`src/hdl/ssprx_pkg.sv`:
```
//------------------------------------------------------------------------------
// ssprx_pkg
// Shared types and codes for the servo status packet receiver: operation
// and result kind codes, the input item and the result item.
//------------------------------------------------------------------------------
`default_nettype none

package ssprx_pkg;

	// Operation codes of an input item.
	localparam logic [1:0] OP_START   = 2'd0;
	localparam logic [1:0] OP_BYTE    = 2'd1;
	localparam logic [1:0] OP_TIMEOUT = 2'd2;

	// Result kind codes.
	localparam logic KIND_DATA   = 1'b0;
	localparam logic KIND_STATUS = 1'b1;

	// Reset value of the sync byte register.
	localparam logic [7:0] HEADER_RESET = 8'hFF;

	// One input item.
	typedef struct packed {
		logic [1:0] operation;
		logic [7:0] rx_byte;
		logic [7:0] expected_id;
		logic [7:0] expected_data_count;
	} item_t;

	// One result item.
	typedef struct packed {
		logic       kind;
		logic [7:0] data_byte;
		logic [7:0] data_index;
		logic [7:0] device_error;
		logic [7:0] received_id;
		logic       timed_out;
		logic       header_error;
		logic       id_mismatch;
		logic       length_mismatch;
		logic       checksum_error;
		logic       last;
	} result_t;

endpackage

`default_nettype wire

```
`src/hdl/ssprx_fsm.sv`:
```
//------------------------------------------------------------------------------
// ssprx_fsm
// Packet state machine. Looks at the registered input item, computes the
// result it causes and updates the packet state when the item is consumed.
//------------------------------------------------------------------------------
`default_nettype none

module ssprx_fsm
	import ssprx_pkg::*;
(
	input  wire logic       clk,
	input  wire logic       arst_n,
	input  wire logic [7:0] header_byte,
	input  wire item_t      item,
	input  wire logic       step_en,
	output logic            has_result,
	output result_t         result
);

	typedef enum logic [2:0] {
		PH_IDLE  = 3'd0,
		PH_HUNT  = 3'd1,
		PH_HDR2  = 3'd2,
		PH_ID    = 3'd3,
		PH_LEN   = 3'd4,
		PH_ERR   = 3'd5,
		PH_PARAM = 3'd6,
		PH_CSUM  = 3'd7
	} phase_t;

	phase_t     phase_q, phase_d;
	logic [7:0] want_id_q, want_id_d;
	logic [7:0] want_count_q, want_count_d;
	logic [7:0] got_id_q, got_id_d;
	logic [7:0] got_length_q, got_length_d;
	logic [7:0] got_error_q, got_error_d;
	logic [7:0] sum_q, sum_d;
	logic [7:0] count_q, count_d;

	logic [7:0] sum_plus;
	logic [7:0] count_plus;
	logic [7:0] params_total;
	logic [8:0] length_expect;
	result_t    status;

	// Running byte sum, parameter counter and the length compare operands.
	assign sum_plus      = sum_q + item.rx_byte;
	assign count_plus    = count_q + 8'd1;
	assign params_total  = got_length_q - 8'd2;
	assign length_expect = {1'b0, want_count_q} + 9'd2;

	// Status result carrying what has been received so far; flags are set per case.
	always_comb begin
		status              = '0;
		status.kind         = KIND_STATUS;
		status.device_error = got_error_q;
		status.received_id  = got_id_q;
		status.last         = 1'b1;
	end

	// Next state and result for the item at hand.
	always_comb begin
		phase_d      = phase_q;
		want_id_d    = want_id_q;
		want_count_d = want_count_q;
		got_id_d     = got_id_q;
		got_length_d = got_length_q;
		got_error_d  = got_error_q;
		sum_d        = sum_q;
		count_d      = count_q;
		has_result   = 1'b0;
		result       = '0;

		unique case (item.operation)
			OP_START: begin
				want_id_d    = item.expected_id;
				want_count_d = item.expected_data_count;
				got_id_d     = '0;
				got_length_d = '0;
				got_error_d  = '0;
				sum_d        = '0;
				count_d      = '0;
				phase_d      = PH_HUNT;
			end
			OP_TIMEOUT: begin
				if (phase_q != PH_IDLE) begin
					has_result       = 1'b1;
					result           = status;
					result.timed_out = 1'b1;
					phase_d          = PH_IDLE;
				end
			end
			OP_BYTE: begin
				unique case (phase_q)
					PH_IDLE: begin
					end
					PH_HUNT: begin
						if (item.rx_byte == header_byte) begin
							phase_d = PH_HDR2;
						end
					end
					PH_HDR2: begin
						if (item.rx_byte != header_byte) begin
							has_result          = 1'b1;
							result              = status;
							result.header_error = 1'b1;
							phase_d             = PH_IDLE;
						end else begin
							phase_d = PH_ID;
						end
					end
					PH_ID: begin
						got_id_d = item.rx_byte;
						sum_d    = item.rx_byte;
						phase_d  = PH_LEN;
					end
					PH_LEN: begin
						got_length_d = item.rx_byte;
						sum_d        = sum_plus;
						phase_d      = PH_ERR;
					end
					PH_ERR: begin
						got_error_d = item.rx_byte;
						sum_d       = sum_plus;
						count_d     = '0;
						phase_d     = (got_length_q > 8'd2) ? PH_PARAM : PH_CSUM;
					end
					PH_PARAM: begin
						has_result        = 1'b1;
						result.kind       = KIND_DATA;
						result.data_byte  = item.rx_byte;
						result.data_index = count_q;
						sum_d             = sum_plus;
						count_d           = count_plus;
						if (count_plus >= params_total) begin
							phase_d = PH_CSUM;
						end
					end
					PH_CSUM: begin
						has_result             = 1'b1;
						result                 = status;
						result.id_mismatch     = (got_id_q != want_id_q);
						result.length_mismatch = ({1'b0, got_length_q} != length_expect);
						result.checksum_error  = (item.rx_byte != ~sum_q);
						phase_d                = PH_IDLE;
					end
					default: begin
					end
				endcase
			end
			default: begin
			end
		endcase
	end

	// Packet state, updated only when the item is consumed.
	always_ff @(posedge clk or negedge arst_n) begin
		if (!arst_n) begin
			phase_q      <= PH_IDLE;
			want_id_q    <= '0;
			want_count_q <= '0;
			got_id_q     <= '0;
			got_length_q <= '0;
			got_error_q  <= '0;
			sum_q        <= '0;
			count_q      <= '0;
		end else if (step_en) begin
			phase_q      <= phase_d;
			want_id_q    <= want_id_d;
			want_count_q <= want_count_d;
			got_id_q     <= got_id_d;
			got_length_q <= got_length_d;
			got_error_q  <= got_error_d;
			sum_q        <= sum_d;
			count_q      <= count_d;
		end
	end

endmodule

`default_nettype wire

```
`src/hdl/servo_status_packet_receiver_core.sv`:
```
// An accepted input beat waits in the input register; its result is valid once written to the result register.
// Throughput: one input beat per cycle; the packet state machine handles
// one beat per cycle between the input register and the result register.
// A waiting result stalls only beats that produce a result.
// Reset: asynchronous, active low; idle state, sync byte back to 0xFF.
//------------------------------------------------------------------------------
// servo_status_packet_receiver_core
// Top level: input register, packet state machine, result register and the
// sync byte configuration register.
//------------------------------------------------------------------------------
`default_nettype none

module servo_status_packet_receiver_core
	import ssprx_pkg::*;
(
	input  wire logic       clk,
	input  wire logic       arst_n,
	input  wire logic       cfg_wr_en,
	input  wire logic [7:0] cfg_wr_data,
	input  wire logic       in_valid,
	output logic            in_ready,
	input  wire logic [1:0] operation,
	input  wire logic [7:0] rx_byte,
	input  wire logic [7:0] expected_id,
	input  wire logic [7:0] expected_data_count,
	output logic            out_valid,
	input  wire logic       out_ready,
	output logic            kind,
	output logic [7:0]      data_byte,
	output logic [7:0]      data_index,
	output logic [7:0]      device_error,
	output logic [7:0]      received_id,
	output logic            timed_out,
	output logic            header_error,
	output logic            id_mismatch,
	output logic            length_mismatch,
	output logic            checksum_error,
	output logic            last
);

	logic [7:0] header_q;
	logic       valid_s1;
	item_t      item_s1;
	logic       valid_s2;
	result_t    result_s2;
	logic       has_result;
	result_t    result;
	logic       advance;

	// Sync byte register.
	always_ff @(posedge clk or negedge arst_n) begin
		if (!arst_n) begin
			header_q <= HEADER_RESET;
		end else if (cfg_wr_en) begin
			header_q <= cfg_wr_data;
		end
	end

	// The registered beat moves on unless its result would find the output full.
	assign advance  = valid_s1 && (!has_result || !valid_s2 || out_ready);
	assign in_ready = !valid_s1 || advance;

	// Input register.
	always_ff @(posedge clk or negedge arst_n) begin
		if (!arst_n) begin
			valid_s1 <= 1'b0;
		end else if (in_ready) begin
			valid_s1 <= in_valid;
		end
	end

	always_ff @(posedge clk or negedge arst_n) begin
		if (!arst_n) begin
			item_s1 <= '0;
		end else if (in_ready && in_valid) begin
			item_s1.operation           <= operation;
			item_s1.rx_byte             <= rx_byte;
			item_s1.expected_id         <= expected_id;
			item_s1.expected_data_count <= expected_data_count;
		end
	end

	ssprx_fsm u_fsm (
		.clk         (clk),
		.arst_n      (arst_n),
		.header_byte (header_q),
		.item        (item_s1),
		.step_en     (advance),
		.has_result  (has_result),
		.result      (result)
	);

	// Result register.
	always_ff @(posedge clk or negedge arst_n) begin
		if (!arst_n) begin
			valid_s2 <= 1'b0;
		end else if (advance && has_result) begin
			valid_s2 <= 1'b1;
		end else if (out_ready) begin
			valid_s2 <= 1'b0;
		end
	end

	always_ff @(posedge clk) begin
		if (advance && has_result) begin
			result_s2 <= result;
		end
	end

	// Output ports.
	assign out_valid       = valid_s2;
	assign kind            = result_s2.kind;
	assign data_byte       = result_s2.data_byte;
	assign data_index      = result_s2.data_index;
	assign device_error    = result_s2.device_error;
	assign received_id     = result_s2.received_id;
	assign timed_out       = result_s2.timed_out;
	assign header_error    = result_s2.header_error;
	assign id_mismatch     = result_s2.id_mismatch;
	assign length_mismatch = result_s2.length_mismatch;
	assign checksum_error  = result_s2.checksum_error;
	assign last            = result_s2.last;

endmodule

`default_nettype wire
```
`config.mk`:
```
export PLATFORM = sky130hd
export DESIGN_NAME = servo_status_packet_receiver_core
export DESIGN_NICKNAME = d
export VERILOG_FILES = /design/src/hdl/ssprx_pkg.sv /design/src/hdl/ssprx_fsm.sv /design/src/hdl/servo_status_packet_receiver_core.sv
export SDC_FILE = /design/constraint.sdc
export NUM_CORES = 1
export LEC_CHECK = 0
export ABC_AREA = 1
export BUFFER_PORTS_ARGS = -buffer_cell sky130_fd_sc_hd__buf_2
export CORE_MARGIN = 10
export CORE_UTILIZATION = 63
export DETAILED_ROUTE_END_ITERATION = 6
export GPL_ROUTABILITY_DRIVEN = 0
export GPL_TIMING_DRIVEN = 0
export PLACE_DENSITY_LB_ADDON = 0.3
export SYNTH_ARGS = -nofsm -noshare
export SYNTH_HDL_FRONTEND = slang
export SYNTH_SLANG_ARGS = --single-unit
```
`constraint.sdc`:
```
create_clock -name clk -period 3.8 [get_ports clk]
set_input_delay 0.76 -clock clk [delete_from_list [all_inputs] [get_ports clk]]
set_output_delay 0.76 -clock clk [all_outputs]
set_load 0.005 [all_outputs]
```
Yosys cells after proc, flatten, opt, wreduce, memory -nomap -nowiden
Index checks and enable logic that the tools add are counted.

Bits in registers: 134. Bits of input ports: 39. Word-level logic and storage cells: 107.

Bitwise logic cells: 1. Magnitude comparators: 2. Reductions and logical operators: 23. Muxes and demuxes: 28. Eq/ne operators: 23. Add/subtract/negate cells: 4.

Operators by type and width (number): case mux 8 bit (2 select lines) (7); 2-to-1 mux 39 bit (2); case mux 39 bit (2 select lines) (1); case mux 17 bit (3 select lines) (1); case mux 22 bit (2 select lines) (1); 2-to-1 mux 8 bit (3); != test 8 bit (3); case mux 3 bit (7 select lines) (1); AND reduction 3 bit (5); == test 3 bit (second input constant) (4); adder 8 x 2 -> 9 bit (second input constant) (1); 2-to-1 mux 3 bit (3); != test 3 x 2 -> 1 bit (second input constant) (3); != test 8 x 9 -> 1 bit (1); case mux 3 bit (3 select lines) (1); adder 8 x 1 -> 8 bit (second input constant) (1); adder 8 bit (1); == test 8 bit (1); >= comparator 8 bit (1); greater-than comparator 8 x 2 -> 1 bit (second input constant) (1); != test 8 x 5 -> 1 bit (second input constant) (1); inverter 8 bit (1); subtractor 8 x 2 -> 8 bit (second input constant) (1); == test 3 x 2 -> 1 bit (second input constant) (2); other kinds (19) (34).

Logic depth before layout (Yosys ltp)
Word-level depth: 10. Gate-level depth with buffers: 15. Mapped depth without buffers: 15.

Modules after synthesis
A second synthesis with hierarchy kept.

Cells, all modules: 709. Area total of the unflattened synthesis: 6660.1 um^2.

By module, submodules not included: ssprx_fsm (sequential area each 1476.4 um^2, cells an instance 530, instances 1, area an instance 4041.4 um^2); servo_status_packet_receiver_core (sequential area each 2082.0 um^2, cells an instance 179, instances 1, area an instance 2618.8 um^2).

Worst setup path before layout
Ideal clock, no wire load.

Kind: flip-flop to flip-flop. Start: register item_s1[24] (netlist name). End: register result_s2 (netlist bit checksum_error) (enable). Path slack: 1.225 ns. Setup time: 0.394 ns. Clock period less this slack: 2.575 ns. Required time: 3.406 ns. Cell stages (with the launch flop): 10. Path buffers: 0. Arrival: 2.181 ns. Path through: dfrtp_1 inv_1 ha_1 nand2_1 inv_1 nand3_1 nand3_4 a21oi_2 nand2_1 inv_1.

Longest elaborated chain between the ends: 7.

Ends and longest elaborated chain: start, declared (RTL line servo_status_packet_receiver_core.sv:43) `item_t item_s1;`; == test 2 x 1 -> 1 bit / == test 2 bit (equally long branches) (RTL line ssprx_fsm.sv:74) `unique case (item.operation)`; case mux 1 bit (2 select lines) * (RTL line ssprx_fsm.sv:74); logical NOT 1 bit (RTL line servo_status_packet_receiver_core.sv:60) `assign advance = valid_s1 && (!has_result || !valid_s2 || out_ready);`; logical OR 1 bit (2 in series) (RTL line servo_status_packet_receiver_core.sv:60); logical AND 1 bit (RTL line servo_status_packet_receiver_core.sv:60); logical AND 1 bit * (RTL line servo_status_packet_receiver_core.sv:105) `if (advance && has_result) begin`; end signal, assigned (RTL line servo_status_packet_receiver_core.sv:106) `result_s2 <= result;`; end, declared (RTL line servo_status_packet_receiver_core.sv:45) `result_t result_s2;`.

Mark *: on every way between the ends. The rest lies on a longest branch, timed or not. A chain may end at the register's enable or synchronous reset.

Worst setup path after layout
Start: register item_s1[23] (netlist name). End: output port in_ready.

Longest elaborated chain between the ends: 9.

Ends and longest elaborated chain: != test 8 bit (RTL line ssprx_fsm.sv:103) `if (item.rx_byte != header_byte) begin`; 2-to-1 mux 1 bit (RTL line ssprx_fsm.sv:103); case mux 1 bit (2 select lines) (RTL line ssprx_fsm.sv:94) `unique case (phase_q)`; case mux 1 bit (2 select lines) (RTL line ssprx_fsm.sv:74); logical NOT 1 bit (RTL line servo_status_packet_receiver_core.sv:60); logical OR 1 bit (2 in series) (RTL line servo_status_packet_receiver_core.sv:60); logical AND 1 bit (RTL line servo_status_packet_receiver_core.sv:60); logical OR 1 bit (RTL line servo_status_packet_receiver_core.sv:61) `assign in_ready = !valid_s1 || advance;`; end, declared (RTL line servo_status_packet_receiver_core.sv:21) `output logic in_ready,`.

Every way passes these cells.

==> impl_metrics.toml <==
[sta]
timing.final.hold_violations = 0
fmaxAchievable_mhz = 287
drv_slew = 0
rsz0062_at_grt = "false"
fin_skew_ns = 0.00638
setup_tns_ns = 0
worst_pin_slew_ns = 0.849
min_period_over_period_pct = 91.6
period_minus_slack_ns = 3.48
worst_hold_slack_ns = 0.242
setup_viol_count_final = 0
maxSlewHeadroom_pct = 43.3

[finish]
multi_input_area_mm2 = 0.00282
diodes = 0
fillCellCount = 778
ff_latch_area_mm2 = 0.00356
final_layout_size_suffix_gt1_share_pct = 17.4
syn_to_final_growth_pct = 17.8
final_area_mm2 = 0.00809
mostFrequentLayoutCells = "nand2_1, inv_1, dfrtp_1"
final_common_cell = "nand2_1"
instances_no_fill = 1062
layout.nets = 971
utilization_pct = 75.3

[route]
first_pass_iters = 6
vias = 6023
top_layer = "met4"
drt_iter0_markers = 788
drc = 0
wl_per_cell_um = 16.2
met1_length_um = 6690
routed-wl-met2_um = 8310
wl_um = 17200
drtAntennaViolNets = 0
wl_met3_um = 1490
via_per_inst = 5.67

[pwr]
combPwrFrac_pct = 17.1
seqPwrFrac_pct = 41.9
p_switching_uw = 1210
clockPowerShare_pct = 41.0
p_leak_uw = 0.00424
p_sw_share_pct = 28.4
internal_power_uw = 3040
ir_drop_v = 0.000381
power_density_mw_per_mm2 = 524

[yosys]
synth_cell_types = 40
synth_seq_cells = 134
synth_area_per_cell_um2 = 8.47
synth_top_area_share_pct = 31.7
ys_seq_area_share_pct = 51.8
syn_area_mm2 = 0.00687
yosysTopAreaCell = "dfrtp_1"
yosysWarningCount = 0
synth_area_leaders = "dfrtp_1, edfxtp_1, nand2_1, inv_1, ha_1"
syn_inst = 811
syn_nets = 873

[floorplan]
rows = 38
ios = 80
die_y_um = 124
core_mm2 = 0.0107
start_util_pct = 63.9
die_area_mm2 = 0.0155
fp.dieW_um = 124

[setup_path]
crit_slowest_cell = "dfrtp_1"
r2r_end = "data_index[7]"
required_ns = 3.04
r2r_cells = 11
crit_path_cell_trace = "inv_1 > nand2_1 > nand2_1 > nand2_1 > nor2_2 > nand2_2 > nand2_2 > nand3_4 > nand3_1 > buf_4 > buf_4 > buf_2"
critPathCaptureType = "output port"
critPathMostFrequentCell = "nand2_1"
cpPeakStageDelay_ns = 0.49
reg2reg_slack_ns = 0.78
worstPathMaxFanout = 10
r2r-start = "item_s1[23]"
path_class = "reg2out"
startpoint_type = "flop"
arrival_ns = 2.72

[run]
cap_violations = 0

[cts]
cts_tree = "yes"
cts_resized = 0
cts_setup_buffers = 0
h-tree-depth = 4
insertion_delay_ns = 0.55
holdBufCountCts = 0
clock-sinks = 134
root_buffer = "clkbuf_8"
path_clk_slew_ns = 0.06
numCtsBuffers = 17
clock_path_buffers = 2

[global_routing]
antenna_found_initial = 0
grt_max_degree = 50
grt-ovfl-total = 0
grt_first_pass_wirelength_um = 28900
grt_usage_pct = 22.6
grt_pass1_vias = 6070

[hold_path]
hold_class = "in2async"

[place]
dpl-instance-area_mm2 = 0.00746
hpwl_um = 12400
placedCellCount = 1030
port-buffer-count = 78

[outcome]
status = "finished, final reports clean"
cell families (layout without fill, tap and decap cells):
family / Yosys count / in the layout / synth area share [%]
xor gates and xnor gates: 31 / 31 / 3.95
muxes: 3 / 3 / 0.492
AOI/OAI and AO/OA: 77 / 77 / 6.12
and+or+nand+nor: 425 / 425 / 26.2
DFF: 134 / 134 / 51.8
adders and majority gates: 23 / 23 / 4.30
buffers and inverters: 118 / 229 / 7.10
state kept, by name, indices dropped and copies added (netlist names), 3 cells and up:
name	flops
u_fsm.want_count_q	8
data_index	8
data_byte	8
u_fsm.sum_q	8
u_fsm.got_length_q	8
u_fsm.phase_q	3
header_q	8
u_fsm.got_id_q	8
item_s1	26
received_id	8
u_fsm.got_error_q	8
u_fsm.want_id_q	8
device_error	8
u_fsm.count_q	8
area by class of cell:
class                           count  share of cell area (%)
Sequential cell                   134                    44.0
Multi-Input combinational cell    559                    34.9
Clock buffer                       20                    5.63
Timing Repair Buffer               79                    5.19
Inverter                           96                    4.45
Tap cell                          140                    2.16
Clock inverter                     12                    2.15
Buffer                             22                    1.58
stage by stage:
stage / setup slack [ns] / total power, µW
3_5_place_dp: 0.442 / 2510
2_1_floorplan: 1.23 / 2270
6_report: 0.317 / 4240
5_1_grt: 0.283 / 4430
3_3_place_gp: 0.618 / 2450
4_1_cts: 0.412 / 4240
power groups by stage:
| stage | registers (µW) | clock network (µW) | logic, µW |
|---|---|---|---|
| floorplan | 1760 | 0 | 515 |
| global placement | 1790 | 0 | 659 |
| detailed placement | 1800 | 0 | 706 |
| CTS | 1780 | 1750 | 718 |
| global route | 1800 | 1810 | 825 |
| finish | 1780 | 1740 | 725 |
cell usage after synthesis (all sizes together):
cell,count
a21o,1
a21oi,16
a22oi,2
a31oi,2
buf,13
clkbuf,9
dfrtp,87
dfstp,8
edfxtp,39
fa,1
ha,22
inv,96
mux2,3
nand2,289
nand3,49
nand3b,1
nand4,12
nor2,52
nor3,15
nor4,2
o2111ai,2
o21a,1
o21ai,51
o21bai,1
o22ai,1
or2,5
xnor2,13
xor2,18
critical path, delay by kind of cell (launching register included):
family / cells / cell delay (ns)
simple gates: 8 / 1.02
buf+inv: 4 / 0.65
flops: 1 / 0.49
worst max path at each step:
stage | from | endpoint | slack, ns | cells past startpoint
finish | item_s1[23] | in_ready | 0.32 | 12
floorplan | item_s1[24] | checksum_error | 1.23 | 9
global placement | item_s1[23] | id_mismatch | 0.62 | 11
detailed placement | item_s1[23] | checksum_error | 0.44 | 11
CTS | item_s1[24] | in_ready | 0.41 | 10
global route | item_s1[23] | in_ready | 0.28 | 12
metal layers:
| layer | vias to the layer above | track usage, % |
|---|---|---|
| li1 | 2790 | - |
| met1 | 2798 | 26.4 |
| met2 | 353 | 37.1 |
| met5 | - | 0 |
| met3 | 82 | 6.04 |
| met4 | 0 | 12.2 |
No activity file was read; power rests on OpenSTA's default activity.
